## config.mk

```make
export PLATFORM = sky130hd
export DESIGN_NAME = bavg3_ofifo
export DESIGN_NICKNAME = d
export VERILOG_FILES = /design/src/hdl/bavg3_pkg.sv /design/src/hdl/bavg3_ofifo.sv
export SDC_FILE = /design/constraint.sdc
export NUM_CORES = 1
export LEC_CHECK = 0
export BUFFER_PORTS_ARGS = -buffer_cell sky130_fd_sc_hd__buf_4
export CORE_UTILIZATION = 51
export DETAILED_ROUTE_END_ITERATION = 7
export PLACE_DENSITY = 0.75
export SYNTH_ARGS = -nofsm -noshare
export SYNTH_HDL_FRONTEND = slang
export SYNTH_SLANG_ARGS = --single-unit
```

## constraint.sdc

```tcl
create_clock -name clk -period 2.1 [get_ports clk]
set_clock_uncertainty 0.15 [all_clocks]
set_input_delay 0.315 -clock clk [delete_from_list [all_inputs] [get_ports clk]]
set_output_delay 0.315 -clock clk [all_outputs]
set_load 0.01 [all_outputs]
```

## src/hdl/bavg3_pkg.sv

```systemverilog
`default_nettype none

package bavg3_pkg;

  // Fixed field widths
  localparam int PIXEL_W = 16;
  localparam int HSUM_W  = PIXEL_W + 2;  // three pixels
  localparam int SUM_W   = PIXEL_W + 4;  // nine pixels
  localparam int MEAN_W  = 20;
  localparam int GRID_W  = 9;
  localparam int CFG_W   = 11;
  localparam int CFG_AW  = 1;
  localparam int OUT_TDATA_W = 40;

  localparam int DEF_MAX_WIDTH  = 1024;
  localparam int DEF_MAX_HEIGHT = 1024;
  localparam int RST_DIM        = 1024;

  // Output queue entries; also the number of results allowed in flight
  localparam int OUT_DEPTH = 4;

  typedef enum logic [CFG_AW-1:0] {
    REG_IMAGE_WIDTH  = 1'b0,
    REG_IMAGE_HEIGHT = 1'b1
  } cfg_reg_t;

  typedef struct packed {
    logic [GRID_W-1:0] col;
    logic [GRID_W-1:0] row;
    logic              row_last;
    logic              frame_last;
  } meta_t;

  // Line store update request for one completed block row
  typedef struct packed {
    logic                     vld;
    logic                     first;  // top row of the band: no accumulate
    logic                     emit;   // bottom row of the band: block done
    logic signed [HSUM_W-1:0] hsum;
    meta_t                    meta;
  } line_req_t;

  typedef struct packed {
    logic                    vld;
    logic signed [SUM_W-1:0] total;
    meta_t                   meta;
  } blk_t;

  typedef struct packed {
    logic signed [MEAN_W-1:0] mean;
    meta_t                    meta;
  } res_t;

endpackage

`default_nettype wire

```

## src/hdl/bavg3_ofifo.sv

```systemverilog
`default_nettype none

module bavg3_ofifo (
  input  wire logic            clk,
  input  wire logic            rst_n,
  input  wire logic            claim,   // accepted pixel that will produce a result
  input  wire logic            push,
  input  wire bavg3_pkg::res_t din,
  output logic                 credit_ok,
  output logic                 out_vld,
  input  wire logic            out_rdy,
  output bavg3_pkg::res_t      dout
);
  import bavg3_pkg::*;

  localparam int PW = $clog2(OUT_DEPTH);

  res_t           q [OUT_DEPTH];
  logic [PW-1:0]  wp_r, rp_r;
  logic [PW:0]    cnt_r, pend_r;
  logic           pop;

  assign pop       = out_vld && out_rdy;
  assign out_vld   = (cnt_r != '0);
  assign dout      = q[rp_r];
  // results still in the pipeline plus queued ones never exceed the queue
  assign credit_ok = (pend_r < (PW+1)'(OUT_DEPTH));

  always_ff @(posedge clk) begin
    if (push) begin
      q[wp_r] <= din;
    end
  end

  always_ff @(posedge clk) begin
    if (!rst_n) begin
      wp_r   <= '0;
      rp_r   <= '0;
      cnt_r  <= '0;
      pend_r <= '0;
    end else begin
      if (push) wp_r <= wp_r + PW'(1);
      if (pop)  rp_r <= rp_r + PW'(1);
      cnt_r  <= cnt_r + (PW+1)'(push) - (PW+1)'(pop);
      pend_r <= pend_r + (PW+1)'(claim) - (PW+1)'(pop);
    end
  end

  a_push_room: assert property (@(posedge clk) disable iff (!rst_n)
    push |-> (cnt_r < (PW+1)'(OUT_DEPTH)) || pop)
    else $error("output queue overflow");

  a_cnt_le_pend: assert property (@(posedge clk) disable iff (!rst_n)
    (cnt_r <= pend_r) && (pend_r <= (PW+1)'(OUT_DEPTH)))
    else $error("queued results exceed outstanding count");

endmodule

`default_nettype wire

```

Word level (Yosys, flattened, before mapping)
Memories as Yosys holds them, arrays and structs flattened. A register that Yosys moved wholly into a read port is not among the register bits.
Cells that the tools add are included.
{"block": "word_totals", "elab_cells": 18, "ramBits": 160, "n_memories": 1, "out_inout_bits": 42, "ff_bits": 10, "input_bits": 45}
{"memory": "q", "words": 4, "width": 40, "rd": 1, "rd_clocked_by_memory_dff": 1, "write_ports": 1, "line": "bavg3_ofifo.sv:18", "source": "res_t q [OUT_DEPTH];"}
{"block": "classes", "reduce_logical": 2, "order_cmp": 1, "mux": 4, "n_addsub": 6}
{"op": "adder 3 x 1 -> 3 bit", "count": 2}
{"op": "subtractor 3 x 1 -> 3 bit", "count": 2}
{"op": "adder 2 x 1 -> 2 bit (second input constant)", "count": 2}
{"op": "2-to-1 mux 2 bit", "count": 2}
{"op": "less-than comparator 3 bit (second input constant)", "count": 1}
{"op": "nonzero test 3 bit", "count": 1}
{"op": "2-to-1 mux 1 bit", "count": 2}
{"op": "logical AND 1 bit", "count": 1}

Logic depth before layout (Yosys ltp)
Gate-level depths: netlist of run 1.
{"block": "logic_depth", "ltp_word": 4, "ltp_mapped": 8, "depth_no_buf": 8}

Worst setup path after synthesis of run 1
Ideal clock, no wire load.
{"block": "synth_timing", "kind": "flip-flop to flip-flop", "start": "reg cnt_r[1]", "end": "reg pend_r[2]", "stages_incl_launch_ff": 8, "arrival_time_ns": 2.008, "path_buffers": 0, "path_slack_ns": -0.173, "path_cell_list": "dfxtp_1 > o31a_1 > ha_1 > inv_1 > ha_1 > fa_1 > xnor3_1 > and2_1"}
{"block": "synth_via", "elab_chain_cells": 3}
{"element": "start, declared", "line": "bavg3_ofifo.sv:20", "source": "logic [PW:0] cnt_r, pend_r;"}
{"element": "start signal, assigned", "line": "bavg3_ofifo.sv:44", "source": "cnt_r <= cnt_r + (PW+1)'(push) - (PW+1)'(pop);"}
{"element": "nonzero test 3 bit", "line": "bavg3_ofifo.sv:24", "source": "assign out_vld = (cnt_r != '0);"}
{"element": "logical AND 1 bit", "line": "bavg3_ofifo.sv:23", "source": "assign pop = out_vld && out_rdy;"}
{"element": "net pop", "line": "bavg3_ofifo.sv:21", "source": "logic pop;"}
{"element": "subtractor 3 x 1 -> 3 bit", "line": "bavg3_ofifo.sv:45", "source": "pend_r <= pend_r + (PW+1)'(claim) - (PW+1)'(pop);"}
{"element": "end signal, assigned", "line": "bavg3_ofifo.sv:45"}
{"element": "end, declared", "line": "bavg3_ofifo.sv:20"}
The timed path passes the listed nets, and every way through them passes these cells.
A chain may end at the register's enable or synchronous reset.

==> results of run 1 <==
[power by group]
group	internal [mW]	switching (mW)	total [mW]
Combinational	1.32	0.893	2.21
Clock	1.48	1.15	2.63
Sequential	3.98	0.0845	4.07
Total	6.78	2.13	8.90
[worst max-delay path, cell delays in order (launching register included)]
cell and delay, ns:
dfxtp_4 0.41, buf_12 0.17, mux4_2 0.55, buf_6 0.14
[cell usage after synthesis, types with 2 or more instances]
cell	number
dfxtp_1	12
edfxtp_1	160
nand2b_1	2
inv_1	10
nor2b_1	3
buf_12	4
buf_2	4
and2_1	9
fa_1	2
mux4_2	40
xnor3_1	2
ha_1	8
nand2_1	2
mux2i_1	4
[state kept, by name (all words and copies together), names as in the netlist, named ones only]
| name | flops |
|---|---|
| q | 160 |
| pend_r | 3 |
| cnt_r | 3 |
| rp_r | 2 |
| wp_r | 2 |
[final cells by class]
class	count	area [µm²]	share of cell area, %
multi-input combinational	76	1266	14.97
inverter	10	37.54	0.4439
timing repair buffer	149	1396	16.51
clock buffer	21	440.4	5.209
clock inverter	11	53.80	0.6363
sequential	172	5051	59.74
tap	168	210.2	2.486
[per-layer routing]
layer | up-vias | track usage [%] | share of wire, % | wire, µm
li1 | 1417 | - | - | -
met1 | 1593 | 22.09 | 41 | 4563
met2 | 96 | 29.98 | 52 | 5758
met3 | 18 | 5.347 | 5.0 | 552
met4 | 0 | 7.532 | 1.5 | 167
met5 | - | 0 | 0 | 0
[worst max-delay path by stage]
stage	startpoint	endpoint	slack, ns	cells past startpoint
after global routing	flop	dout[26]	-0.13	3
after global placement	cnt_r[2]$_SDFF_PN0_	pend_r[2]$_SDFF_PN0_	0.04	7
final	flop	dout[13]	-0.06	3
after floorplan	cnt_r[2]$_SDFF_PN0_	pend_r[2]$_SDFF_PN0_	0.0007	7
after detailed placement	cnt_r[2]$_SDFF_PN0_	pend_r[2]$_SDFF_PN0_	-0.02	7
after CTS	flop	dout[22]	-0.10	3
[kinds of logic after synthesis]
logic type                 after synthesis
xor gates and xnor gates                 3
and+or+nand+nor                         17
DFF                                    172
muxes                                   44
buffers and inverters                   20
adders and majority gates               10
AOI/OAI and AO/OA                        2
[through the flow]
| step | hold WS, ns | utilization (%) | std cells |
|---|---|---|---|
| CTS | 0.03114 | 69.35 | 605 |
| global placement | 0.3015 | 60.74 | 530 |
| finish | 0.04532 | 69.53 | 607 |
| global route | 0.05465 | 69.53 | 607 |
| floorplan | 0.2639 | - | 268 |
| detailed placement | 0.3248 | 60.74 | 530 |
[what timing repair did]
item	4_1_cts	5_1_grt
endpoints found under the hold margin	160	0
gates resized for setup	35	4
setup buffers	3	2
pin swaps	1	6
setup endpoints to repair	38	43
hold buffers	40	0
==> out/metrics.cfg, run 1 <==
[layout]
antenna_cells=0
area_growth_pct=31.07
final_common_cell=edfxtp_1
layout_common_cells=160 x edfxtp_1, 71 x buf_4, 40 x mux4_2, 40 x dlygate4sd3_1, 34 x buf_6
fillCellCount=774
drive_gt1_share_pct=42.14
finalNetCount=481
stdcell_area_um2=8456

[routing]
vias=3124
wl_um=11040
dr.pass1.iters=4
viasPerCell=5.147
drc_errors=0
routedWlPerCell_um=18.19
final_antenna_net_count=0
drtIter0Drc=95

[power_and_ir_drop]
peakVddDrop_mv=0.6747
powerDensity_nw_per_um2=1053
p_total_mw=8.903
leakage_nw=2.991

[logic_synthesis]
synthAdderAreaFrac_pct=2.172
synth_compound_area_share_pct=0.2715
yosysWarnings=0
syn_nets=323
async_flop_share_pct=0
synth.area.top_cells=edfxtp_1 74%, mux4_2 14%, dfxtp_1 3.7%
seq_area_frac_synth_pct=78.20
syn_area_um2=6451
yosysUniqueCellTypes=20
synth_simple_gate_area_share_pct=1.571
synth_flop_cell=edfxtp_1
synth-xor-area-share_pct=0.8340
synth_top_cell_area_share_pct=74.48
ys_ff_latch=172
avgSynthCellArea_um2=24.07
yosysTopAreaCell=edfxtp_1
synth_top_family_by_area=multiplexers
yosys-mux-area-fraction_pct=14.58
syn_inst=268
synth_edf_count=160

[setup_path]
crit_arrival_ns=1.70
timing.rr.end=pend_r[2]$_SDFF_PN0_
end_kind=output pin
rr_worst_depth=7
reg2reg_slack_ns=0.03
crit_type=reg -> out
path_max_fanout=11
critPathRequiredTime_ns=1.63
r2r-start=cnt_r[2]$_SDFF_PN0_
start_kind=flop

[floorplan]
num_rows=40
start_util_pct=53.05
dieWidth_um=114.5
ios=87
dieArea_um2=13100
design.core.area_um2=12160
die_h_um=114.5

[timing]
tns_ns=-1.130
period_share_pct=103.0
relSlewSlack_pct=63.82
fmax_mhz=462.4
setup_viol=39
grt_setup_unrepaired=true
finalMaxSlewViolations=0
min_period_ns=2.163
tightest_slew_ns=0.5359
hold_viol_final=0
worst_slack_ns=-0.06280

[grt]
grt_util_all_layers_pct=17.98
grt_max_degree=41
grt_pass1_vias=3165
gr-total-overflow=0
antenna_found_initial=0
grt_pass1_wl_um=16580

[placed_design]
pre_cts_slack_ns=-0.02447
dpl.hpwl_um=6594
post_dp_cell_area_um2=7387
gp_congestion=0.6845
port_buffers=86

[clocking]
numCtsBuffers=17
clkTransAtPathRegs_ns=0.06
worstSkewPairLatency_ns=0.41
cts_tree=built
clk_path_buf_depth=2
clock-sinks=172
h-tree-depth=4
clockRootBuffer=clkbuf_16

[hold_path]
hp-start=rst_n
min_to=pend_r[1]$_SDFF_PN0_
hold_class=in -> reg
hold_path_depth=2

[flow_run]
cap_violations=0

[outcome]
outcome=finished with violations
violations=negative setup slack

Power figures use the tool's default switching activity.
==> run 2: changes to the inputs <==
Settings changed: ABC_AREA from default to 1, CORE_UTILIZATION 51 to 52, PLACE_DENSITY 0.75 to 0.76.
==> run 2 against run 1 <==
Against the previous run: the run now ends clean; first-iteration DRC count grew to 3.6 times the previous value; power rose by 3.3%; synthesized cell count rose by 74%; utilization down 2.2 points; critical path type unchanged; largest cell class unchanged; largest power group unchanged.
==> out/metrics.cfg, run 2 <==
[outcome]
outcome=complete, no violations

[clocking]
clkTransAtPathRegs_ns=0.06
clock-sinks=172
worstSkewPairLatency_ns=0.41
cts_tree=built
clockRootBuffer=clkbuf_16
h-tree-depth=4
numCtsBuffers=17
clk_path_buf_depth=2

[logic_synthesis]
synth_top_cell_area_share_pct=72.05
synth.most_common_cell=edfxtp_1
async_flop_share_pct=0
avgSynthCellArea_um2=14.28
seq_area_frac_synth_pct=75.65
syn_nets=522
synth_flop_cell=edfxtp_1
synthTopCellsByCount=160 x edfxtp_1, 86 x nor2_1, 42 x o21ai_0, 40 x o22ai_1, 38 x o21ai_1
synth_edf_count=160
yosysTopAreaCell=edfxtp_1
yosysUniqueCellTypes=21
syn_area_um2=6669
syn_inst=467
yosysWarnings=0
ys_ff_latch=172
synth.area.top_cells=edfxtp_1 72%, nor2_1 4.8%, o22ai_1 3.8%

[routing]
dr.pass1.iters=4
viasPerCell=5.274
drc_errors=0
drtIter0Drc=338
wl_um=13740
routedWlPerCell_um=17.42
vias=4161
final_antenna_net_count=0

[layout]
finalNetCount=662
largestRegisters=q (160), cnt_r (3), pend_r (3)
regMostFlops=q
antenna_cells=0
layout_common_cells=160 x edfxtp_1, 96 x buf_4, 85 x nor2_1, 42 x o21ai_0
largest_reg_flops=160
area_growth_pct=26.90
final_common_cell=edfxtp_1
drive_gt1_share_pct=22.53

[grt]
antenna_found_initial=0
grt_pass1_vias=4241
grt_pass1_wl_um=20440
grt_max_degree=81
gr-total-overflow=0
grt_util_all_layers_pct=21.04

[power_and_ir_drop]
leakage_nw=3.122
peakVddDrop_mv=0.6015
powerDensity_nw_per_um2=1087
p_total_mw=9.197

[setup_path]
timing.rr.end=pend_r[2]$_SDFF_PN0_
r2r-start=cnt_r[1]$_SDFF_PN0_
cp-endpoint=dout[27]
crit_arrival_ns=1.61
reg2reg_slack_ns=0.14
crit_type=reg -> out
start_kind=flop
end_kind=output pin
rr_worst_depth=8
critPathRequiredTime_ns=1.63
path_max_fanout=17

[timing]
period_share_pct=98.66
grt_setup_unrepaired=true
relSlewSlack_pct=76.50
setup_viol=0
fmax_mhz=482.7
hold_viol_final=0
tightest_slew_ns=0.3524
min_period_ns=2.072
finalMaxSlewViolations=0
hold_slack_ns=0.01241

[placed_design]
port_buffers=86
gp_congestion=0.7307
dpl.hpwl_um=7416

[floorplan]
design.core.area_um2=12570
ios=87
start_util_pct=53.06
dieWidth_um=115.2
die_h_um=115.2
dieArea_um2=13280
num_rows=41

[hold_path]
hold_class=in -> reg

[flow_run]
cap_violations=0

run 2: timing repair:
item                       CTS  global route
setup endpoints to repair   42            34
setup buffers                2             2
gates resized for setup      8            18
pin swaps                    0             1
gates cloned                 0             2
hold endpoints to repair   160             0
hold buffers                40             0
run 2: routing by layer:
| metal | vias to the layer above | routed length [µm] | global-route usage, % |
|---|---|---|---|
| li1 | 1997 | - | - |
| met1 | 2012 | 5546 | 25.89 |
| met2 | 141 | 7118 | 35.62 |
| met3 | 11 | 978 | 6.220 |
| met4 | 0 | 98 | 7.273 |
| met5 | - | 0 | 0 |
run 2: cell families after synthesis:
logic type / synth area share, %
adders and majority gates: 2.101
buffers and inverters: 5.554
AOI/OAI and AO/OA: 10.58
and+or+nand+nor: 6.116
DFF: 75.65
run 2: worst min path at each step:
stage	depth (start not counted)	slack [ns]	endpoint	from
3_5_place_dp	2	0.34	rp_r[0]$_SDFFE_PN0P_	rp_r[0]$_SDFFE_PN0P_
2_1_floorplan	0	0.26	q[0][0]$_DFFE_PP_	din[0]
5_1_grt	3	0.009	cnt_r[0]$_SDFF_PN0_	rst_n
4_1_cts	3	0.0007	cnt_r[0]$_SDFF_PN0_	rst_n
6_report	3	0.01	cnt_r[0]$_SDFF_PN0_	rst_n
3_3_place_gp	2	0.32	rp_r[0]$_SDFFE_PN0P_	rp_r[0]$_SDFFE_PN0P_
run 2: where the power goes:
group	total, mW	internal, mW	switching (mW)	leakage, nW
Combinational	2.45	1.07	1.38	1.31
Clock	2.70	1.60	1.11	0.241
Sequential	4.05	3.96	0.0835	1.57
Total	9.20	6.63	2.57	3.12
run 2: stage by stage:
stage	area (µm²)	utilization, %	setup TNS, ns	std cells	worst slack (ns)
final	8463	67.34	0	789	0.02815
after global routing	8463	67.34	-0.03259	789	-0.02277
after CTS	8324	66.23	-0.01720	785	-0.008637
after detailed placement	7385	58.76	-0.03892	714	-0.02212
after global placement	7385	58.76	0	714	0.09842
after floorplan	6669	-	0	467	0.1607
run 2: worst max-delay path: stages, from the launching register on:
cell and delay, ns:
dfxtp_4 0.37, buf_12 0.13, buf_6 0.17, o21ai_0 0.11, o22ai_1 0.23, buf_4 0.17
run 2: final cells by class:
| type | instances | area [µm²] |
|---|---|---|
| flip-flops and latches | 172 | 5054 |
| fillers | 895 | 4105 |
| repair buffers | 146 | 1295 |
| multi-input cells | 246 | 1265 |
| clock buffers | 24 | 451.7 |
| well taps | 172 | 215.2 |
| inverters | 23 | 116.4 |
| clock inverters | 5 | 46.29 |
| repair inverters | 1 | 20.02 |
