File: src/hdl/bavg3_pkg.sv
`default_nettype none

package bavg3_pkg;

  // Fixed field widths
  localparam int PIXEL_W = 16;
  localparam int HSUM_W  = PIXEL_W + 2;  // three pixels
  localparam int SUM_W   = PIXEL_W + 4;  // nine pixels
  localparam int MEAN_W  = 20;
  localparam int GRID_W  = 9;
  localparam int CFG_W   = 11;
  localparam int CFG_AW  = 1;
  localparam int OUT_TDATA_W = 40;

  localparam int DEF_MAX_WIDTH  = 1024;
  localparam int DEF_MAX_HEIGHT = 1024;
  localparam int RST_DIM        = 1024;

  // Output queue entries; also the number of results allowed in flight
  localparam int OUT_DEPTH = 4;

  typedef enum logic [CFG_AW-1:0] {
    REG_IMAGE_WIDTH  = 1'b0,
    REG_IMAGE_HEIGHT = 1'b1
  } cfg_reg_t;

  typedef struct packed {
    logic [GRID_W-1:0] col;
    logic [GRID_W-1:0] row;
    logic              row_last;
    logic              frame_last;
  } meta_t;

  // Line store update request for one completed block row
  typedef struct packed {
    logic                     vld;
    logic                     first;  // top row of the band: no accumulate
    logic                     emit;   // bottom row of the band: block done
    logic signed [HSUM_W-1:0] hsum;
    meta_t                    meta;
  } line_req_t;

  typedef struct packed {
    logic                    vld;
    logic signed [SUM_W-1:0] total;
    meta_t                   meta;
  } blk_t;

  typedef struct packed {
    logic signed [MEAN_W-1:0] mean;
    meta_t                    meta;
  } res_t;

endpackage

`default_nettype wire

File: src/hdl/bavg3_ctrl.sv
`default_nettype none

module bavg3_ctrl #(
  parameter int MAX_WIDTH  = bavg3_pkg::DEF_MAX_WIDTH,
  parameter int MAX_HEIGHT = bavg3_pkg::DEF_MAX_HEIGHT,
  localparam int LINE_DEPTH = MAX_WIDTH / 3,
  localparam int AW = (LINE_DEPTH > 1) ? $clog2(LINE_DEPTH) : 1
) (
  input  wire logic                          clk,
  input  wire logic                          rst_n,
  input  wire logic                          cfg_we,
  input  wire logic [bavg3_pkg::CFG_AW-1:0]  cfg_addr,
  input  wire logic [bavg3_pkg::CFG_W-1:0]   cfg_wdata,
  input  wire logic                          in_acc,
  input  wire logic [bavg3_pkg::PIXEL_W-1:0] pixel_value,
  input  wire logic                          frame_start,
  output bavg3_pkg::line_req_t               req,
  output logic [AW-1:0]                      line_addr
);
  import bavg3_pkg::*;

  localparam int DW  = $clog2(MAX_WIDTH + 1);
  localparam int DH  = $clog2(MAX_HEIGHT + 1);
  localparam int BCW = $clog2(MAX_WIDTH / 3 + 1);
  localparam int BRW = $clog2(MAX_HEIGHT / 3 + 1);
  localparam int CWW = (DW > CFG_W) ? DW : CFG_W;
  localparam int CWH = (DH > CFG_W) ? DH : CFG_W;
  localparam int RST_W  = (RST_DIM > MAX_WIDTH) ? MAX_WIDTH : RST_DIM;
  localparam int RST_H  = (RST_DIM > MAX_HEIGHT) ? MAX_HEIGHT : RST_DIM;
  localparam int RST_BW = RST_W / 3;
  localparam int RST_BH = RST_H / 3;

  function automatic logic [DW-1:0] clamp_w(input logic [CFG_W-1:0] v);
    logic [CWW-1:0] e;
    e = CWW'(v);
    if (e == '0) return DW'(1);
    if (e > CWW'(MAX_WIDTH)) return DW'(MAX_WIDTH);
    return DW'(e);
  endfunction

  function automatic logic [DH-1:0] clamp_h(input logic [CFG_W-1:0] v);
    logic [CWH-1:0] e;
    e = CWH'(v);
    if (e == '0) return DH'(1);
    if (e > CWH'(MAX_HEIGHT)) return DH'(MAX_HEIGHT);
    return DH'(e);
  endfunction

  // x / 3 by reciprocal, exact for any 16-bit x
  function automatic logic [15:0] div3(input logic [15:0] x);
    logic [32:0] p;
    p = 33'(x) * 33'(17'd43691);
    return 16'(p >> 17);
  endfunction

  logic [DW-1:0]  w_r;
  logic [DH-1:0]  h_r;
  logic [BCW-1:0] bw_r;
  logic [BRW-1:0] bh_r;

  logic [DW-1:0]  col_r, col_nxt, cur_col;
  logic [1:0]     sub_r, sub_nxt, cur_sub;
  logic [BCW-1:0] bc_r, bc_nxt, cur_bc;
  logic [DH-1:0]  row_r, row_nxt, cur_row;
  logic [1:0]     band_r, band_nxt, cur_band;
  logic [BRW-1:0] br_r, br_nxt, cur_br;
  logic signed [HSUM_W-1:0] hsum_r, hsum_nxt, cur_hs;

  logic signed [PIXEL_W-1:0] pix;
  logic [DW:0] colp1;
  logic [DH:0] rowp1;
  logic        in_rng;
  logic [DW-1:0] wc;
  logic [DH-1:0] hc;

  assign pix = signed'(pixel_value);
  assign wc  = clamp_w(cfg_wdata);
  assign hc  = clamp_h(cfg_wdata);

  always_comb begin
    // frame_start rewinds the position before this pixel is taken
    cur_col  = frame_start ? '0 : col_r;
    cur_sub  = frame_start ? '0 : sub_r;
    cur_bc   = frame_start ? '0 : bc_r;
    cur_row  = frame_start ? '0 : row_r;
    cur_band = frame_start ? '0 : band_r;
    cur_br   = frame_start ? '0 : br_r;
    cur_hs   = frame_start ? '0 : hsum_r;

    in_rng = (cur_bc < bw_r) && (cur_br < bh_r);

    hsum_nxt = cur_hs;
    if (in_rng) begin
      hsum_nxt = (cur_sub == 2'd0) ? HSUM_W'(pix) : cur_hs + HSUM_W'(pix);
    end

    colp1 = {1'b0, cur_col} + (DW+1)'(1);
    rowp1 = {1'b0, cur_row} + (DH+1)'(1);
    row_nxt  = cur_row;
    band_nxt = cur_band;
    br_nxt   = cur_br;
    if (colp1 >= {1'b0, w_r}) begin
      col_nxt = '0;
      sub_nxt = '0;
      bc_nxt  = '0;
      if (rowp1 >= {1'b0, h_r}) begin
        row_nxt  = '0;
        band_nxt = '0;
        br_nxt   = '0;
      end else begin
        row_nxt  = rowp1[DH-1:0];
        band_nxt = (cur_band == 2'd2) ? 2'd0 : cur_band + 2'd1;
        br_nxt   = (cur_band == 2'd2) ? cur_br + BRW'(1) : cur_br;
      end
    end else begin
      col_nxt = colp1[DW-1:0];
      sub_nxt = (cur_sub == 2'd2) ? 2'd0 : cur_sub + 2'd1;
      bc_nxt  = (cur_sub == 2'd2) ? cur_bc + BCW'(1) : cur_bc;
    end

    req.vld             = in_acc && in_rng && (cur_sub == 2'd2);
    req.first           = (cur_band == 2'd0);
    req.emit            = (cur_band == 2'd2);
    req.hsum            = hsum_nxt;
    req.meta.col        = GRID_W'(cur_bc);
    req.meta.row        = GRID_W'(cur_br);
    req.meta.row_last   = ({1'b0, cur_bc} + (BCW+1)'(1)) == {1'b0, bw_r};
    req.meta.frame_last = req.meta.row_last
                          && (({1'b0, cur_br} + (BRW+1)'(1)) == {1'b0, bh_r});
    line_addr = cur_bc[AW-1:0];
  end

  always_ff @(posedge clk) begin
    if (!rst_n) begin
      w_r    <= DW'(RST_W);
      h_r    <= DH'(RST_H);
      bw_r   <= BCW'(RST_BW);
      bh_r   <= BRW'(RST_BH);
      col_r  <= '0;
      sub_r  <= '0;
      bc_r   <= '0;
      row_r  <= '0;
      band_r <= '0;
      br_r   <= '0;
      hsum_r <= '0;
    end else begin
      if (cfg_we) begin
        case (cfg_addr)
          REG_IMAGE_WIDTH: begin
            w_r  <= wc;
            bw_r <= BCW'(div3(16'(wc)));
          end
          REG_IMAGE_HEIGHT: begin
            h_r  <= hc;
            bh_r <= BRW'(div3(16'(hc)));
          end
          default: ;
        endcase
      end
      if (in_acc) begin
        col_r  <= col_nxt;
        sub_r  <= sub_nxt;
        bc_r   <= bc_nxt;
        row_r  <= row_nxt;
        band_r <= band_nxt;
        br_r   <= br_nxt;
        hsum_r <= hsum_nxt;
      end
    end
  end

  a_phase_range: assert property (@(posedge clk) disable iff (!rst_n)
    (sub_r != 2'd3) && (band_r != 2'd3))
    else $error("column or band phase out of range");

endmodule

`default_nettype wire

File: config.mk
export PLATFORM = sky130hd
export DESIGN_NAME = bavg3_ctrl
export DESIGN_NICKNAME = d
export VERILOG_FILES = /design/src/hdl/bavg3_pkg.sv /design/src/hdl/bavg3_ctrl.sv
export SDC_FILE = /design/constraint.sdc
export NUM_CORES = 1
export LEC_CHECK = 0
export BUFFER_PORTS_ARGS = -buffer_cell sky130_fd_sc_hd__buf_2
export CAP_MARGIN = 10
export CORE_ASPECT_RATIO = 1.4
export CORE_UTILIZATION = 50
export CTS_CLUSTER_SIZE = 30
export DETAILED_ROUTE_END_ITERATION = 7
export PLACE_DENSITY = 0.7
export SLEW_MARGIN = 10
export SYNTH_ARGS = -nofsm -noshare
export SYNTH_HDL_FRONTEND = slang
export SYNTH_SLANG_ARGS = --single-unit
File: constraint.sdc
create_clock -name clk -period 6.94 [get_ports clk]
set_clock_uncertainty 0.2 [all_clocks]
set_input_delay 0.694 -clock clk [delete_from_list [all_inputs] [get_ports clk]]
set_output_delay 0.694 -clock clk [all_outputs]
set_load 0.02 [all_outputs]
After elaboration in Yosys (flattened, before gate mapping) --
Cells that the tools add are included.
Storage, ports and cells: input port bits 33, bits in registers 102, output and inout port bits 50, logic and storage cells 69
Operators by class: equal/unequal tests 4, add/subtract/negate cells 9, $mul 1, multiplexer cells 29, magnitude comparators 5, reduce and logical (&&, ||, !) cells 9, bitwise gates (word level) 1
Operator list (count):
- 11-bit two-way mux | 9
- 9-bit two-way mux | 7
- 18-bit two-way mux | 3
- 11-bit by 16-bit multiplier with 26-bit output (second input constant) | 1
- 11-bit by 1-bit adder with 12-bit output (second input constant) | 2
- 12-bit by 11-bit greater-or-equal comparator with 1-bit output | 2
- 9-bit by 1-bit adder with 10-bit output (second input constant) | 2
- 10-bit by 9-bit equality test with 1-bit output | 2
- 18-bit by 16-bit adder with 18-bit output | 1
- 9-bit by 1-bit adder with 9-bit output (second input constant) | 2
- 9-bit < comparator | 2
- 2-bit two-way mux | 7
- 11-bit greater-than comparator (second input constant) | 1
- 11-bit logical NOT | 1
- 2-bit by 1-bit adder with 2-bit output (second input constant) | 2
- 2-bit equality test (second input constant) | 2
- 1-bit logical AND | 4
- 2-bit logical NOT | 2
- 2-bit AND reduction | 2
- 1-bit two-way mux | 3
- 1-bit NOT | 1

Logic depth before layout (Yosys ltp) --
depth in word-level cells 6, mapped depth 23, gate-level depth less buffers 19

Least setup slack after synthesis --
Ideal clock, no wire load.
path type input -> register, start point input cfg_wdata[10] in the netlist's numbering, end point register bw_r[4], buffers on the path 1, slack 1317 ps, stages 20, required time 6612 ps, arrival time 5295 ps, setup time 128 ps, cells stage by stage clkbuf_1 nor2b_1 ha_1 ha_1 inv_1 fa_1 inv_1 fa_1 xor2_1 ha_1 a21o_1 ha_1 and4_1 a2111o_1 o22ai_1 nor2b_1 or3_1 a21oi_1 xor2_1 o21ai_0
Between the ends: word-level cells in the longest chain between the ends 6, elaborated cells between the ends (all ways) 9, those cells by class 1 x mul; 1 x order compare; 6 x mux; 1 x reduce/logical
Ends and longest elaborated chain:
- start, declared | RTL line bavg3_ctrl.sv:13 | input wire logic [bavg3_pkg::CFG_W-1:0] cfg_wdata,
- 11-bit greater-than comparator
- 1-bit two-way mux (2 in series)
- 11-bit two-way mux
- 11-bit two-way mux (*)
- via hc[4] | RTL line bavg3_ctrl.sv:74 | logic [DH-1:0] hc;
- 11-bit by 16-bit multiplier with 26-bit output (*) | RTL line bavg3_ctrl.sv:52 | p = 33'(x) * 33'(17'd43691);
- end signal, assigned | RTL line bavg3_ctrl.sv:137 | bw_r <= BCW'(RST_BW);
- end signal, assigned | RTL line bavg3_ctrl.sv:151 | bw_r <= BCW'(div3(16'(wc)));
- end, declared | RTL line bavg3_ctrl.sv:58 | logic [BCW-1:0] bw_r;
The timed path passes the listed nets; every way through them passes the cells marked *. The select of a mux whose other input is x is not followed. A chain may end at the register's enable or synchronous reset.

Worst setup path in the final report --
start point input cfg_wdata[10] in the netlist's numbering, end point register bw_r[8]
The elaborated chain is that of the path after synthesis.

==> parameters.txt <==
Parameter                              Value

Run status
  Result of the run ... completed

Placement
  Post-placement setup slack ... 629 ps
  Placed cell count ... 1497
  Port Buffer Count ... 82
  Placer congestion estimate ... 0.903
  Post-DP HPWL ... 18.4 mm
  Total cell area at the placement stage ... 0.0102 sq mm

Synth
  Number of flops mapped to enable cells by yosys ... 0
  Post-synthesis compound-gate area fraction ... 18.3%
  Mapped Avg Cell Area ... 7.94 sq um
  Synth Register Bits ... ~100
  Number of warnings issued by yosys ... 0
  Synthesized net count ... 1422
  Synthesized-area fraction occupied by and/or/nand/nor cells ... roughly a fifth
  Share of the synthesized netlist area taken by xor and xnor gates ... 5.60%
  Fraction of the yosys area taken by sequential cells ... 21.1%
  Count of unique library cells instantiated by Yosys ... 76
  Number of instances in the synthesized netlist ... 1221
  Combinational family with the most area after synthesis ... adder cells
  Share of synthesized area spent on multiplexers ... under 10%
  Share of flip-flops with an asynchronous set or reset ... 0%
  Total standard cell area after synthesis ... 0.00969 sq mm
  Prevailing post-synth register cell ... sky130_fd_sc_hd__dfxtp_1
  Synth Area in Adders ... 24.5%

Global route
  First-pass GRT wire length ... 38.8 mm
  All-layer global routing usage ... 24.0%
  Top Usage Layer GRT ... met2
  Antenna violations before repair ... 0
  Fraction of met3 tracks used by global routing ... 3.36%
  Via count of the first global-routing pass ... 8223
  Maximum number of pins on one net before global-route repair ... 66
  Met1 track utilization from global routing ... a little over a quarter
  Total overflow reported by the global router ... 0
  Met2 Usage GRT ... 45.1%

Timing
  Final worst path period share ... 85.4%
  Final period demand of the worst path ... roughly 6000 ps
  Total of endpoints with negative setup slack in the final report ... 0
  TNS Setup ... 0 ps
  Worst slew margin relative to its limit ... 19.7%
  Worst-margin pin slew ... between 1000 and 1500 ps
  Final Max Slew Viols ... 0
  Number of hold violations in the final report ... 0
  Maximum clock rate ... 169 MHz
  Min setup slack post-route ... 1010 ps
  RSZ-0062 raised after global routing ... no

Critical path
  Crit Reg-Reg Endpoint ... br_r[4]
  Crit path launch type ... input port
  Critical path class ... input port to register
  CP max FO ... 16
  Crit path required time ... 6930 ps
  Slowest cell on crit path ... sky130_fd_sc_hd__fa_1
  R2R setup slack ... 2630 ps
  Worst reg2reg startpoint ... row_r[0]
  Data arrival time of the critical path ... a little under 6000 ps
  WP buf/inv ... 3
  CP Cell Sequence ... buf_2 > nor2b_1 > ha_1 > ha_1 > fa_1 > fa_1 > inv_1 > fa_1 > inv_1 > ha_1 > and4_1 > a2111o_1 > o22ai_1 > o21ai_0 > o32ai_1 > o21bai_1 > xnor2_1 > o21ai_0
  Number of cell instances on the worst register-to-register path ... 18
  Worst path top cell family by delay ... adder cells
  CP peak stage delay ... roughly 600 ps
  Critical path capture point type ... register

Cells and area
  Area delta synth->final ... 8.58%
  Layout cells sized above 1 ... 10.6%
  Net count of the finished layout ... 1465
  Filler cell count in the final layout ... 1778
  Final Instance Area ... 0.0105 sq mm
  Diode insertion count for antenna repair ... 0
  Final std cells w/o fill ... approximately 1500

Clocking
  Post-CTS repair timing setup buffer count ... 0
  Sink Count ... ~100
  Count of instances resized after the clock tree is built ... 0
  H-tree levels ... 3
  Buffers from clock root to sink, at most ... 2
  Root buffer cell ... sky130_fd_sc_hd__clkbuf_16
  CTS tree ... yes
  Reg clk slew, reported paths ... 80 ps
  Latest clock arrival within the worst-skew pair ... approximately 360 ps
  Clock buffer count from CTS ... 9
  Post-CTS Hold Fix Bufs ... 0

Worst hold path
  Class of the tightest hold or removal check ... register to register
  Min-Delay Endpoint ... w_r[4]
  Hold_sp ... w_r[4]
  Cell depth of the worst min-delay path ... 2

Floorplanning
  Die outline area ... 0.0200 sq mm
  Core box area ... 0.0188 sq mm
  Die width ... 120 um
  Vertical die dimension ... ~170 um
  Initial core utilization ... 51.7%
  I/O pins ... 83
  Std-Cell Rows ... 59

Flow run
  Count of max-cap constraint violations ... 0

Pwr
  Pwr per Cell Area ... 183 mW/mm^2
  Total power draw ... 1.92 mW
  Peak VDD IR ... 0.126 mV
  Leak Pwr ... around 4.9 nW

Detailed routing
  Number of vias per cell ... approximately 5.6
  Final routed wirelength across all metal layers ... 23.8 mm
  First-pass DRT Iterations ... 4
  Post-route DRC violation count ... 0
  Wirelength per Cell ... ~16 um
  Via Count ... 8525
  Number of design-rule violations left by the first detailed-router iteration ... 407
  Remaining antenna violation count ... 0
[cells in the final DEF, fill, tap and decap left out, drive strengths merged, types with 12 or more instances in the layout]
master | netlist | layout
and3 | 14 | 14
ha | 132 | 132
nand4 | 15 | 15
o21ai | 63 | 63
dfxtp | 102 | 102
nor3 | 12 | 12
buf | 20 | 94
a22o | 21 | 21
fa | 36 | 36
nand3 | 45 | 45
nand2 | 137 | 137
a31oi | 14 | 14
a21o | 21 | 21
nor2 | 69 | 69
nand2b | 14 | 14
xor2 | 23 | 23
nor2b | 56 | 56
xnor2 | 39 | 39
mux2i | 17 | 17
a21oi | 94 | 94
inv | 125 | 128
[worst min-delay path, stage by stage, from the launching register on]
cell                      delay [ps]
sky130_fd_sc_hd__dfxtp_1         320
sky130_fd_sc_hd__nand2_1          50
sky130_fd_sc_hd__a21oi_1          50
[metal layers]
layer  routed length, um  part of all wire, %  up-vias
li1                    -                    -     4303
met1                9900                   42     3998
met2               12300                   52      169
met3                 714                  3.0       55
met4                 851                  3.6        0
met5                   0                    0        -
[synthesized netlist by cell type, types with 7 or more instances]
cell type | count | area (sq um)
sky130_fd_sc_hd__nand4_1 | 14 | 87.6
sky130_fd_sc_hd__ha_1 | 132 | 1650
sky130_fd_sc_hd__mux2i_1 | 17 | 170
sky130_fd_sc_hd__buf_4 | 9 | 67.6
sky130_fd_sc_hd__nand3_1 | 45 | 225
sky130_fd_sc_hd__clkbuf_1 | 42 | 158
sky130_fd_sc_hd__fa_1 | 36 | 721
sky130_fd_sc_hd__nand2_1 | 137 | 514
sky130_fd_sc_hd__a211oi_1 | 8 | 60.1
sky130_fd_sc_hd__or3_1 | 7 | 43.8
sky130_fd_sc_hd__o211ai_1 | 10 | 75.1
sky130_fd_sc_hd__a21o_1 | 21 | 158
sky130_fd_sc_hd__xnor2_1 | 39 | 342
sky130_fd_sc_hd__nand2b_1 | 14 | 87.6
sky130_fd_sc_hd__nor3_1 | 11 | 55.1
sky130_fd_sc_hd__a31oi_1 | 14 | 87.6
sky130_fd_sc_hd__xor2_1 | 23 | 201
sky130_fd_sc_hd__dfxtp_1 | 102 | 2040
sky130_fd_sc_hd__a22o_1 | 21 | 184
sky130_fd_sc_hd__nor2b_1 | 54 | 338
sky130_fd_sc_hd__nor2_1 | 69 | 259
sky130_fd_sc_hd__a21oi_1 | 93 | 465
sky130_fd_sc_hd__and3_1 | 13 | 81.3
sky130_fd_sc_hd__o21ai_0 | 61 | 305
sky130_fd_sc_hd__o21a_1 | 7 | 52.6
sky130_fd_sc_hd__inv_1 | 124 | 465
[report_power, final]
part           switching (mW)  internal (mW)  leakage [nW]  total, mW
registers              0.0214          0.615         0.831      0.636
logic                   0.444          0.308          3.92      0.753
clock network           0.248          0.288         0.150      0.536
total                   0.714           1.21          4.90       1.92
[logic make-up (layout without fill, tap and decap cells)]
logic type                 count (synthesis)  in the layout
DFF                                      102            102
other                                      1              1
AOI/OAI and AO/OA                        280            280
xor gates and xnor gates                  62             62
and+or+nand+nor                          404            404
buffers and inverters                    187            235
adders and majority gates                168            168
muxes                                     17             17
[through the flow]
step | util (%) | hold WS [ps]
5_1_grt | 56.1 | 279
4_1_cts | 56.1 | 258
6_report | 56.1 | 258
3_5_place_dp | 54.5 | 248
3_3_place_gp | 54.5 | 245
2_1_floorplan | - | 236
[worst max path at each step]
stage                   from  endpoint  slack [ps]  cells after the start
5_1_grt        cfg_wdata[10]   bh_r[8]         570                     18
6_report       cfg_wdata[10]   bw_r[8]        1010                     18
3_5_place_dp   cfg_wdata[10]   bw_r[8]         630                     18
2_1_floorplan  cfg_wdata[10]   bw_r[4]        1320                     20
3_3_place_gp   cfg_wdata[10]   bw_r[8]         760                     18
4_1_cts        cfg_wdata[10]   bw_r[8]        1000                     18
[registers in the layout, summed over array words and instances (netlist names)]
| register | cells |
|---|---|
| w_r | 11 |
| h_r | 11 |
| bc_r | 9 |
| row_r | 11 |
| band_r | 2 |
| hsum_r | 18 |
| bh_r | 9 |
| sub_r | 2 |
| bw_r | 9 |
| col_r | 11 |
| br_r | 9 |
[layout make-up]
type,count,area (sq um),share of cell area (%)
clock inverters,7,88.8,0.844
flip-flops and latches,102,2040,19.4
inverters,125,469,4.46
well taps,244,305,2.90
repair buffers,94,500,4.76
clock buffers,9,225,2.14
multi-input cells,932,6890,65.5
Note: power is estimated with default switching activity, not from simulation.
