### src/hdl/bavg3_pkg.sv
`default_nettype none

package bavg3_pkg;

  // Fixed field widths
  localparam int PIXEL_W = 16;
  localparam int HSUM_W  = PIXEL_W + 2;  // three pixels
  localparam int SUM_W   = PIXEL_W + 4;  // nine pixels
  localparam int MEAN_W  = 20;
  localparam int GRID_W  = 9;
  localparam int CFG_W   = 11;
  localparam int CFG_AW  = 1;
  localparam int OUT_TDATA_W = 40;

  localparam int DEF_MAX_WIDTH  = 1024;
  localparam int DEF_MAX_HEIGHT = 1024;
  localparam int RST_DIM        = 1024;

  // Output queue entries; also the number of results allowed in flight
  localparam int OUT_DEPTH = 4;

  typedef enum logic [CFG_AW-1:0] {
    REG_IMAGE_WIDTH  = 1'b0,
    REG_IMAGE_HEIGHT = 1'b1
  } cfg_reg_t;

  typedef struct packed {
    logic [GRID_W-1:0] col;
    logic [GRID_W-1:0] row;
    logic              row_last;
    logic              frame_last;
  } meta_t;

  // Line store update request for one completed block row
  typedef struct packed {
    logic                     vld;
    logic                     first;  // top row of the band: no accumulate
    logic                     emit;   // bottom row of the band: block done
    logic signed [HSUM_W-1:0] hsum;
    meta_t                    meta;
  } line_req_t;

  typedef struct packed {
    logic                    vld;
    logic signed [SUM_W-1:0] total;
    meta_t                   meta;
  } blk_t;

  typedef struct packed {
    logic signed [MEAN_W-1:0] mean;
    meta_t                    meta;
  } res_t;

endpackage

`default_nettype wire

### src/hdl/bavg3_div9.sv
`default_nettype none

module bavg3_div9 (
  input  wire logic            clk,
  input  wire logic            rst_n,
  input  wire bavg3_pkg::blk_t blk,
  output logic                 res_vld,
  output bavg3_pkg::res_t      res
);
  import bavg3_pkg::*;

  // |sum| * 16 stays below 2^23; ceil(2^27 / 9) gives exact floor division
  localparam int DIV_IN_W = SUM_W + 3;
  localparam int A_W      = SUM_W + 4;
  localparam int DIV_K    = DIV_IN_W + 4;
  localparam int RECIP_W  = DIV_IN_W + 1;
  localparam int PROD_W   = A_W + RECIP_W;
  localparam longint unsigned RECIP9_L = ((64'd1 << DIV_K) / 9) + 1;
  localparam logic [RECIP_W-1:0] RECIP9 = RECIP_W'(RECIP9_L);

  logic                neg;
  logic [SUM_W-1:0]    mag;
  logic [A_W-1:0]      a;
  logic [PROD_W-1:0]   prod_r;
  logic                neg_r;
  logic                p_vld_r;
  meta_t               p_meta_r;
  logic [MEAN_W:0]     q;
  logic                res_vld_r;
  res_t                res_r;

  assign neg = blk.total[SUM_W-1];
  assign mag = neg ? SUM_W'(-blk.total) : SUM_W'(blk.total);
  assign a   = {mag, 4'b0000};
  assign q   = prod_r[DIV_K +: MEAN_W + 1];

  always_ff @(posedge clk) begin
    if (!rst_n) begin
      p_vld_r   <= 1'b0;
      res_vld_r <= 1'b0;
    end else begin
      p_vld_r   <= blk.vld;
      res_vld_r <= p_vld_r;
    end
    prod_r     <= PROD_W'(a) * PROD_W'(RECIP9);
    neg_r      <= neg;
    p_meta_r   <= blk.meta;
    res_r.mean <= MEAN_W'(neg_r ? -q : q);  // truncation toward zero
    res_r.meta <= p_meta_r;
  end

  assign res_vld = res_vld_r;
  assign res     = res_r;

endmodule

`default_nettype wire

### config.mk
export PLATFORM = sky130hd
export DESIGN_NAME = bavg3_div9
export DESIGN_NICKNAME = d
export VERILOG_FILES = /design/src/hdl/bavg3_pkg.sv /design/src/hdl/bavg3_div9.sv
export SDC_FILE = /design/constraint.sdc
export NUM_CORES = 1
export LEC_CHECK = 0
export BUFFER_PORTS_ARGS = -buffer_cell sky130_fd_sc_hd__buf_2
export CAP_MARGIN = 20
export CORE_MARGIN = 2
export CORE_UTILIZATION = 30
export CTS_CLUSTER_SIZE = 28
export DETAILED_ROUTE_END_ITERATION = 7
export PLACE_DENSITY = 0.45
export SYNTH_ARGS = -nofsm -noshare
export SYNTH_HDL_FRONTEND = slang
export SYNTH_SLANG_ARGS = --single-unit
### constraint.sdc
create_clock -name clk -period 9.9 [get_ports clk]
set_clock_uncertainty 0.1 [all_clocks]
set_input_delay 0.495 -clock clk [delete_from_list [all_inputs] [get_ports clk]]
set_output_delay 0.495 -clock clk [all_outputs]
set_load 0.02 [all_outputs]
# After elaboration in Yosys (flattened, before gate mapping)
# Cells that the tools add are included.
# word_totals
ff_bits,106
out_inout_bits,41
wordCells,18
# classes
addsub,2
multipliers,1
muxes,2
# op_table
cell,n
$mul A20 B24 Y43 const B,1
$mux W20,2
$neg A20 Y20,2

# Logic depth before layout (Yosys ltp)
# Gate-level depths: netlist of run 1.
# logic_depth
ltp_word,3
ltp_mapped,29
ltp_nobuf,29

# Worst setup path after synthesis of run 1
# OpenSTA, ideal clock, no wires.
# synth_timing
kind,input -> register
start,input port blk[20] in the netlist's numbering
end,register prod_r[41]
setup_time_ns,0.095
arrival_time_ns,8.112
t_required_ns,9.705
slack_ns,1.593
cell_stages,27
path_buffers,0
path_cell_list,inv_1 -> ha_1 -> nand2b_1 -> or4_1 -> o41ai_1 -> nand2_1 -> xor2_1 -> inv_1 -> fa_1 -> fa_1 -> fa_1 -> fa_1 -> inv_1 -> fa_1 -> inv_1 -> fa_1 -> inv_1 -> fa_1 -> ha_1 -> nand2_1 -> o21ai_0 -> a21oi_1 -> a211oi_2 -> o211ai_2 -> o211ai_1 -> a31oi_1 -> o311ai_1
# synth_between
elab_chain_cells,3
# synth_lines
element,line,source
"start, declared",bavg3_div9.sv:6,"input wire bavg3_pkg::blk_t blk,"
$neg A20 Y20,bavg3_div9.sv:33,assign mag = neg ? SUM_W'(-blk.total) : SUM_W'(blk.total);
$mux W20 *,bavg3_div9.sv:33,
$mul A20 B24 Y43 *,bavg3_div9.sv:45,prod_r <= PROD_W'(a) * PROD_W'(RECIP9);
"end signal, assigned",bavg3_div9.sv:45,
"end, declared",bavg3_div9.sv:24,logic [PROD_W-1:0] prod_r;
# Every way passes the cells marked *; elsewhere a longest branch is shown, timed or not.
# A chain may end at the register's enable or synchronous reset.

# Final worst setup path of run 1
# Ends and elaborated chain as after synthesis.

==> impl_results.md, run 1 <==
- Status: finished, final reports clean
- Crit path largest cell delay: 0.56 ns
- Die ar.: 30400 sq um
- TritonRoute pass-1 iters: 4
- Vias in the first global route: 5941
- Remaining DRCs: 0
- Critical path buffers and inverters: 7
- Root Buffer: clkbuf_16
- Worst Hold Slack: 0.161 ns
- Final worst slack: 1.17 ns
- Pre-CTS setup slack: 0.703 ns
- Critical path's slowest cell: fa_1
- Routed len/inst: 13.8 um
- Vias/cell: 4.27
- Ys async rst share: 0%
- Max Freq: 115 MHz
- Min Tclk post-route: 8.73 ns
- Fin cells: 1324
- Max-capacitance violation count: 0
- FF/Latch Area: 1660 sq um
- Syn Inst Count: 844
- GRT Total Usage: 12.7%
- H-tree levels: 3
- Synthesized flop and latch total: 83
- Final wirelength: 18.3 mm
- Slew Limit Fails: 0
- Relative slew slack: 43.8%
- Critical path required time: 10.03 ns
- Pin count of the biggest net entering global routing: 23
- Clock latency on the worst-skew pair: 0.33 ns
- Final hold violation count: 0
- Placed Instances: 1308
- Core Area: 28600 sq um
- Clock Sinks: 83
- Most common cell after layout, fill and taps aside: inv_1
- Post-DRT Antenna Nets: 0
- Die Y: 174 um
- Mapped Nets: 1180
- Initial core utilization: 30.4%
- Initial antenna violation count: 0
- Final Cycle Share: 88.2%
- Syn_area_per_cell: 10.3 sq um
- Post-DP HPWL: 16.6 mm
- Top FF cell, synth: dfxtp_1
- Gr ovfl total: 0
- Crit-path most repeated cell: fa_1
- Setup Buffers After CTS: 0
- Via Count: 5656
- I/O pin cnt: 84
- Yosys Warn Count: 0
- Worst-Margin Slew: 0.834 ns
- Port Buffers: 83
- Site Rows: 62
- Unrepaired setup endpoints after global routing: no
- Setup crit end kind: register
- Chip width: 174 um
- # hold bufs at CTS: 0
- Clock buffer depth: 2
- CP top delay family: adder cells
- Part of the Yosys area used for sequential elements: 19.1%
- Synth Cell Area: 8710 sq um
- Ratio of cells with drive above 1 in the final layout: 11.7%
- Number of fill cells: 2957
- CTS tree: done
- R2r setup slk: 7.97 ns
- Worst-path clk slew: 0.06 ns
- Nets: 1271
- Area delta synth->final: 13.7%
- Routability congestion estimate: 0.869
- Startpoint types: primary input
- Final setup vio count: 0
- First-pass GRT wire length: 30.6 mm
- Classification of the worst setup path: in -> reg
- Setup TNS: 0 ns
- Hold Path Class: in -> reg
- Cts repair resizes: 0
- Crit Path Max Fanout: 9
- Number of flops mapped to enable cells by yosys: 0
- CTS buffer count: 9
- # diodes: 0
- Drt first-iter violations: 173
- Area of the multi-input gates: 6230 sq um
- Most frequent cells in the layout: 212 x inv_1, 175 x ha_1, 118 x fa_1
- CP Data Arrival Time: 8.86 ns
- Netlist cell types: 46
-- worst reg2reg max path: stages, from the launching register on --
cell and delay (ns):
dfxtp_1 0.33, nor4_1 0.54, nand3_1 0.32, o41ai_1 0.41
xnor2_1 0.16
-- metal layers --
| metal | part of all wire, % | wire, um | vias up | GRT usage, % |
|---|---|---|---|---|
| met2 | 45 | 8210 | 85 | 20.5 |
| li1 | - | - | 2884 | - |
| met3 | 2.7 | 497 | 7 | 1.07 |
| met1 | 51 | 9390 | 2680 | 18.5 |
| met5 | 0 | 0 | - | 0 |
| met4 | 0.84 | 153 | 0 | 2.63 |
-- kinds of logic (layout without fill, tap and decap cells) --
family	count (synthesis)	after routing	share of synthesized area, %
buf+inv	216	312	9.31
compound gates	99	99	7.56
fa+ha+maj	293	293	52.3
xor+xnor	60	60	6.04
simple gates	93	93	5.73
flops	83	83	19.1
-- final timing paths --
kind | from | endpoint | depth (start not counted)
max | blk[20] | prod_r[41] | 29
min | blk[17] | p_meta_r[17] | 1
max reg2reg | prod_r[33] | res[35] | 4
min reg2reg | p_meta_r[15] | res[15] | 0
-- registers in the layout (all words and copies together) (netlist names) --
signal / cells
neg_r: 1
p_vld_r: 1
prod_r: 20
res: 40
p_meta_r: 20
res_vld: 1
-- cells in the mapped netlist (2+ instances only) --
master | count | area (sq um)
a21oi_1 | 25 | 125
a21o_1 | 5 | 37.5
fa_1 | 118 | 2360
nand2b_1 | 6 | 37.5
a211oi_1 | 3 | 22.5
o31ai_1 | 10 | 75.1
nand2_1 | 22 | 82.6
o41ai_1 | 6 | 52.6
or2_2 | 3 | 18.8
xor2_1 | 10 | 87.6
nand3_1 | 9 | 45.0
nor2b_1 | 3 | 18.8
or4_1 | 3 | 22.5
a31oi_1 | 5 | 31.3
ha_1 | 175 | 2190
dfxtp_1 | 83 | 1660
or3_1 | 2 | 12.5
o311ai_1 | 2 | 17.5
o211ai_1 | 5 | 37.5
clkbuf_1 | 3 | 11.3
nor3_1 | 7 | 35.0
o21bai_1 | 3 | 22.5
and2_1 | 3 | 18.8
nor2_1 | 15 | 56.3
o21a_1 | 3 | 22.5
nor4_1 | 4 | 25.0
inv_1 | 212 | 796
or4_4 | 2 | 22.5
xnor2_1 | 50 | 438
and3_1 | 2 | 12.5
nand4_1 | 7 | 43.8
o21ai_0 | 24 | 120
-- through the flow --
stage	cell area (sq um)	util, %
global placement	9600	33.5
detailed placement	9600	33.5
global route	9900	34.6
floorplan	8710	-
finish	9900	34.6
CTS	9900	34.6
-- layout make-up --
cell class / instances / area share, %
inverters: 212 / 8.04
clock buffers: 9 / 2.27
well taps: 384 / 4.85
clock inverters: 7 / 0.809
repair buffers: 84 / 4.27
multi-input cells: 545 / 63.0
flip-flops and latches: 83 / 16.8
Power of run 1 is not shown: default switching activity piles up to over one toggle a cycle in this logic, so the estimate is an artifact.
==> inputs of run 2 (changes only) <==
- BUFFER_PORTS_ARGS: -buffer_cell sky130_fd_sc_hd__buf_2 -> default
- CTS_CLUSTER_DIAMETER: default -> 50
- DONT_BUFFER_PORTS: default -> 1
- PLACE_DENSITY: 0.45 -> 0.43
==> run 2 against run 1 <==
Register-to-register slack got worse by 0.02 ns. Final area decreased by 4.3%. Worst hold slack got worse by 0.076 ns. Via count decreased by 5.2%. Cell count decreased by 6.3%. Utilization decreased by 1.5 points. Critical endpoint unchanged. Critical path depth decreased by 1.
==> impl_results.md, run 2 (synthesized netlist as in run 1, its figures left out) <==
- Initial core utilization: 30.4% (unchanged)
- H-tree levels: 3 (unchanged)
- Hold Path Class: in -> reg
- Crit path largest cell delay: 0.56 ns (about the same)
- I/O pin cnt: 84 (unchanged)
- Hold wc startpoint: blk[1]
- Setup crit end kind: register
- Largest register FFs: 40 (unchanged)
- Routed len/inst: 14.7 um (+6.5%)
- Worst-Margin Slew: 0.933 ns (+0.0990 ns)
- Ratio of cells with drive above 1 in the final layout: 3.15% (-8.6 points)
- First-pass GRT wire length: 30.0 mm (-2.0%)
- Vias/cell: 4.32 (+1.1%)
- Remaining DRCs: 0 (unchanged)
- CTS buffer count: 9 (unchanged)
- Final setup vio count: 0 (unchanged)
- Gr ovfl total: 0 (unchanged)
- Crit path from: blk[20]
- Final Cycle Share: 86.2% (-1.9 points)
- Die ar.: 30400 sq um (unchanged)
- CP top delay family: adder cells
- Cts repair resizes: 0 (unchanged)
- Root Buffer: clkbuf_16
- Final hold violation count: 0 (unchanged)
- Site Rows: 62 (unchanged)
- Min Tclk post-route: 8.54 ns (-0.191 ns)
- Critical path buffers and inverters: 6 (-1)
- Worst-path clk slew: 0.06 ns (about the same)
- Critical path's slowest cell: fa_1
- Unrepaired setup endpoints after global routing: no
- Core Area: 28600 sq um (unchanged)
- Post-DP HPWL: 16.7 mm (+0.20%)
- Max Freq: 117 MHz (+2.2%)
- Classification of the worst setup path: in -> reg
- Most common cell after layout, fill and taps aside: inv_1
- Startpoint types: primary input
- Initial antenna violation count: 0 (unchanged)
- Clock buffer depth: 2 (unchanged)
- CTS tree: done
- CP Data Arrival Time: 8.67 ns (-0.19 ns)
- Clock latency on the worst-skew pair: 0.33 ns (about the same)
- Max-capacitance violation count: 0 (unchanged)
- Final wirelength: 18.2 mm (-0.17%)
- Reg-to-Reg Start: prod_r[33]
- Die Y: 174 um (unchanged)
- TritonRoute pass-1 iters: 4 (unchanged)
- Critical path required time: 10.03 ns (about the same)
- Crit-path most repeated cell: fa_1
- Setup Buffers After CTS: 0 (unchanged)
- Nets: 1188 (-6.5%)
- Crit Path Max Fanout: 9 (unchanged)
- Relative slew slack: 37.1% (-6.7 points)
- Status: finished, final reports clean
- GRT Total Usage: 12.6% (-0.092 points)
- Post-DRT Antenna Nets: 0 (unchanged)
- Clock Sinks: 83 (unchanged)
- Chip width: 174 um (unchanged)
- Drt first-iter violations: 153 (-12%)
- Pin count of the biggest net entering global routing: 23 (unchanged)
- Via Count: 5362 (-5.2%)
- Fin cells: 1241 (-6.3%)
- Vias in the first global route: 5724 (-3.7%)
- Area delta synth->final: 8.84%
- Slew Limit Fails: 0 (unchanged)
- Routability congestion estimate: 0.830 (-4.5%)
- Port Buffers: 0 (-100%)
- Most frequent cells in the layout: 212 x inv_1, 175 x ha_1, 118 x fa_1
- Placed Instances: 1225 (-6.3%)
- # diodes: 0 (unchanged)
- # hold bufs at CTS: 0 (unchanged)
- Setup TNS: 0 ns (unchanged)
-- run 2: cell count changes in the layout (fill, tap and decap cells not counted), sizes merged --
cell | before | now
clkbuf | 9 | 11
buf | 84 | 1
inv | 216 | 215
bufinv | 1 | 0
-- run 2: cell type report --
cell class / count / area (sq um)
clock buffer: 11 / 253
clock inverter: 5 / 43.8
fill: 2939 / 19100
inverter: 212 / 796
multi-input combinational: 545 / 6230
sequential: 83 / 1660
tap: 384 / 480
timing repair buffer: 1 / 7.51
-- run 2: worst paths after layout --
path | slack [ns] | to | cells past startpoint
worst max-delay path | 1.36 | prod_r[41] | 28
worst min-delay path | 0.09 | p_meta_r[1] | 0
worst max register to register | 7.95 | res[35] | 4
worst min register to register | 0.23 | res[10] | 0
-- run 2: worst reg2reg max path, delay by kind of cell (launching register included) --
family / cells / cell delay [ns]
XOR/XNOR: 1 / 0.16
AND/OR/NAND/NOR: 2 / 0.89
flip-flops: 1 / 0.34
AO/OA/AOI/OAI: 1 / 0.39
-- run 2: stage by stage --
stage               hold slack (ns)  area [sq um]  util [%]  setup WS, ns
global placement              0.210          9180      32.1          1.02
global route                 0.0655          9480      33.1         0.775
finish                       0.0856          9480      33.1          1.36
detailed placement            0.212          9180      32.1         0.927
CTS                          0.0706          9480      33.1          1.27
floorplan                     0.210          8710         -          1.59
-- run 2: metal layers --
metal  track usage (%)  wire, um
met4              2.73       144
met2              19.6      8050
met5                 0         0
met3              1.44       786
met1              18.7      9240
Power of run 2 is left out for the same reason.
==> inputs of run 3 (changes only) <==
- CELL_PAD_IN_SITES_DETAIL_PLACEMENT: default -> 0
- CELL_PAD_IN_SITES_GLOBAL_PLACEMENT: default -> 2
- CORE_UTILIZATION: 30 -> 43
- PLACE_DENSITY: 0.43 -> 0.81
==> run 3 against run 2 <==
Final area shrank 1.6%. Worst setup slack lost 0.26 ns. Global-route usage grew 4.2 points. Clock-buffer cell count shrank 2. First-iteration DRC count grew 9.2%. Critical path depth shrank 1. Wire length shrank 6.4%. Worst hold slack lost 0.0028 ns. Die area shrank 30%.
==> impl_results.md, run 3 (synthesized netlist as in run 1, its figures left out) <==
- Status: finished, final reports clean
- Final hold violation count: 0 (unchanged)
- H-tree levels: 3 (unchanged)
- Drt first-iter violations: 167 (+9.2%)
- CTS tree: done
- Ratio of cells with drive above 1 in the final layout: 3.04% (-0.11 points)
- Setup TNS: 0 ns (unchanged)
- Pin count of the biggest net entering global routing: 23 (unchanged)
- Worst-path clk slew: 0.07 ns (about the same)
- First-pass GRT wire length: 28.2 mm (-5.8%)
- CP Data Arrival Time: 8.93 ns (+0.26 ns)
- Reg-to-Reg Start: prod_r[33]
- Via Count: 5430 (+1.3%)
- Vias in the first global route: 5679 (-0.79%)
- Die ar.: 21400 sq um (-30%)
- Unrepaired setup endpoints after global routing: no
- I/O pin cnt: 84 (unchanged)
- Classification of the worst setup path: in -> reg
- Max-capacitance violation count: 0 (unchanged)
- Clock buffer depth: 2 (unchanged)
- Hold Path Class: in -> reg
- Min Tclk post-route: 8.80 ns (+0.260 ns)
- Clock Sinks: 83 (unchanged)
- # diodes: 0 (unchanged)
- Site Rows: 52 (-16%)
- Max Freq: 114 MHz (-3.0%)
- Post-DRT Antenna Nets: 0 (unchanged)
- Most common cell after layout, fill and taps aside: inv_1
- Setup Buffers After CTS: 0 (unchanged)
- Vias/cell: 4.82 (+12%)
- Worst-Margin Slew: 0.885 ns (-0.0479 ns)
- CTS buffer count: 9 (unchanged)
- Crit path from: blk[20]
- Design area: 9330 sq um (-1.6%)
- Initial antenna violation count: 1 (+1)
- Area delta synth->final: 7.13%
- # hold bufs at CTS: 0 (unchanged)
- Gr ovfl total: 0 (unchanged)
- Post-DP HPWL: 15.5 mm (-7.1%)
- TritonRoute pass-1 iters: 4 (unchanged)
- Startpoint types: primary input
- Final setup vio count: 0 (unchanged)
- Crit path largest cell delay: 0.73 ns (+0.17 ns)
- Initial core utilization: 43.5% (+13 points)
- Cts repair resizes: 0 (unchanged)
- Routed len/inst: 15.1 um (+3.1%)
- CP top delay family: adder cells
- Critical path's slowest cell: o41ai_1
- Final Cycle Share: 88.9% (+2.6 points)
- Relative slew slack: 40.4% (+3.2 points)
- Routability congestion estimate: 0.876 (+5.5%)
- Cell Area, Placed: 9030 sq um (-1.6%)
- Core Area: 20000 sq um (-30%)
- Root Buffer: clkbuf_16
- Clock latency on the worst-skew pair: 0.33 ns (about the same)
- Crit-path most repeated cell: fa_1
- Hold wc startpoint: blk[19]
- Most frequent cells in the layout: 212 x inv_1, 175 x ha_1, 118 x fa_1
- Chip width: 146 um (-16%)
- Port Buffers: 0 (unchanged)
- Final wirelength: 17.0 mm (-6.4%)
- Slew Limit Fails: 0 (unchanged)
- Crit Path Max Fanout: 9 (unchanged)
- Largest register FFs: 40 (unchanged)
- Die Y: 146 um (-16%)
- Nets: 1187 (-0.084%)
- Critical path buffers and inverters: 5 (-1)
- Setup crit end kind: register
- GRT Total Usage: 16.7% (+4.2 points)
- Critical path required time: 10.03 ns (about the same)
- Remaining DRCs: 0 (unchanged)
run 3: cell types whose count changed in the layout (fill, tap and decap cells not counted), sizes merged:
cell,delta
clkinv,-2
buf,-1
clkbuf,-2
clkinvlp,+1
inv,+3
run 3: worst paths after layout:
kind | to | slack, ns | depth (start not counted)
max | prod_r[41] | 1.10 | 27
min | p_meta_r[19] | 0.08 | 0
max reg2reg | res[35] | 8.01 | 4
min reg2reg | res[18] | 0.22 | 0
run 3: area by class of cell:
cell class | count | area (sq um)
inverter | 212 | 796
sequential | 83 | 1660
clock buffer | 9 | 225
fill | 2007 | 10700
tap | 270 | 338
multi-input combinational | 545 | 6230
clock inverter | 7 | 72.6
run 3: routing by layer:
metal | part of all wire (%) | GRT usage (%) | vias to the layer above
li1 | - | - | 2716
met1 | 48 | 24.1 | 2589
met2 | 46 | 27.5 | 115
met3 | 5.1 | 1.47 | 10
met4 | 0.93 | 4.03 | 0
met5 | 0 | 0 | -
run 3: stage by stage:
stage	hold slack [ns]	util (%)	setup slack [ns]	cells
after floorplan	0.210	-	1.59	844
after CTS	0.0679	46.5	0.931	1126
final	0.0828	46.5	1.10	1126
after detailed placement	0.212	45.1	0.635	1110
after global routing	0.0631	46.5	0.345	1126
after global placement	0.210	45.1	0.728	1110
Power of run 3 is left out for the same reason.
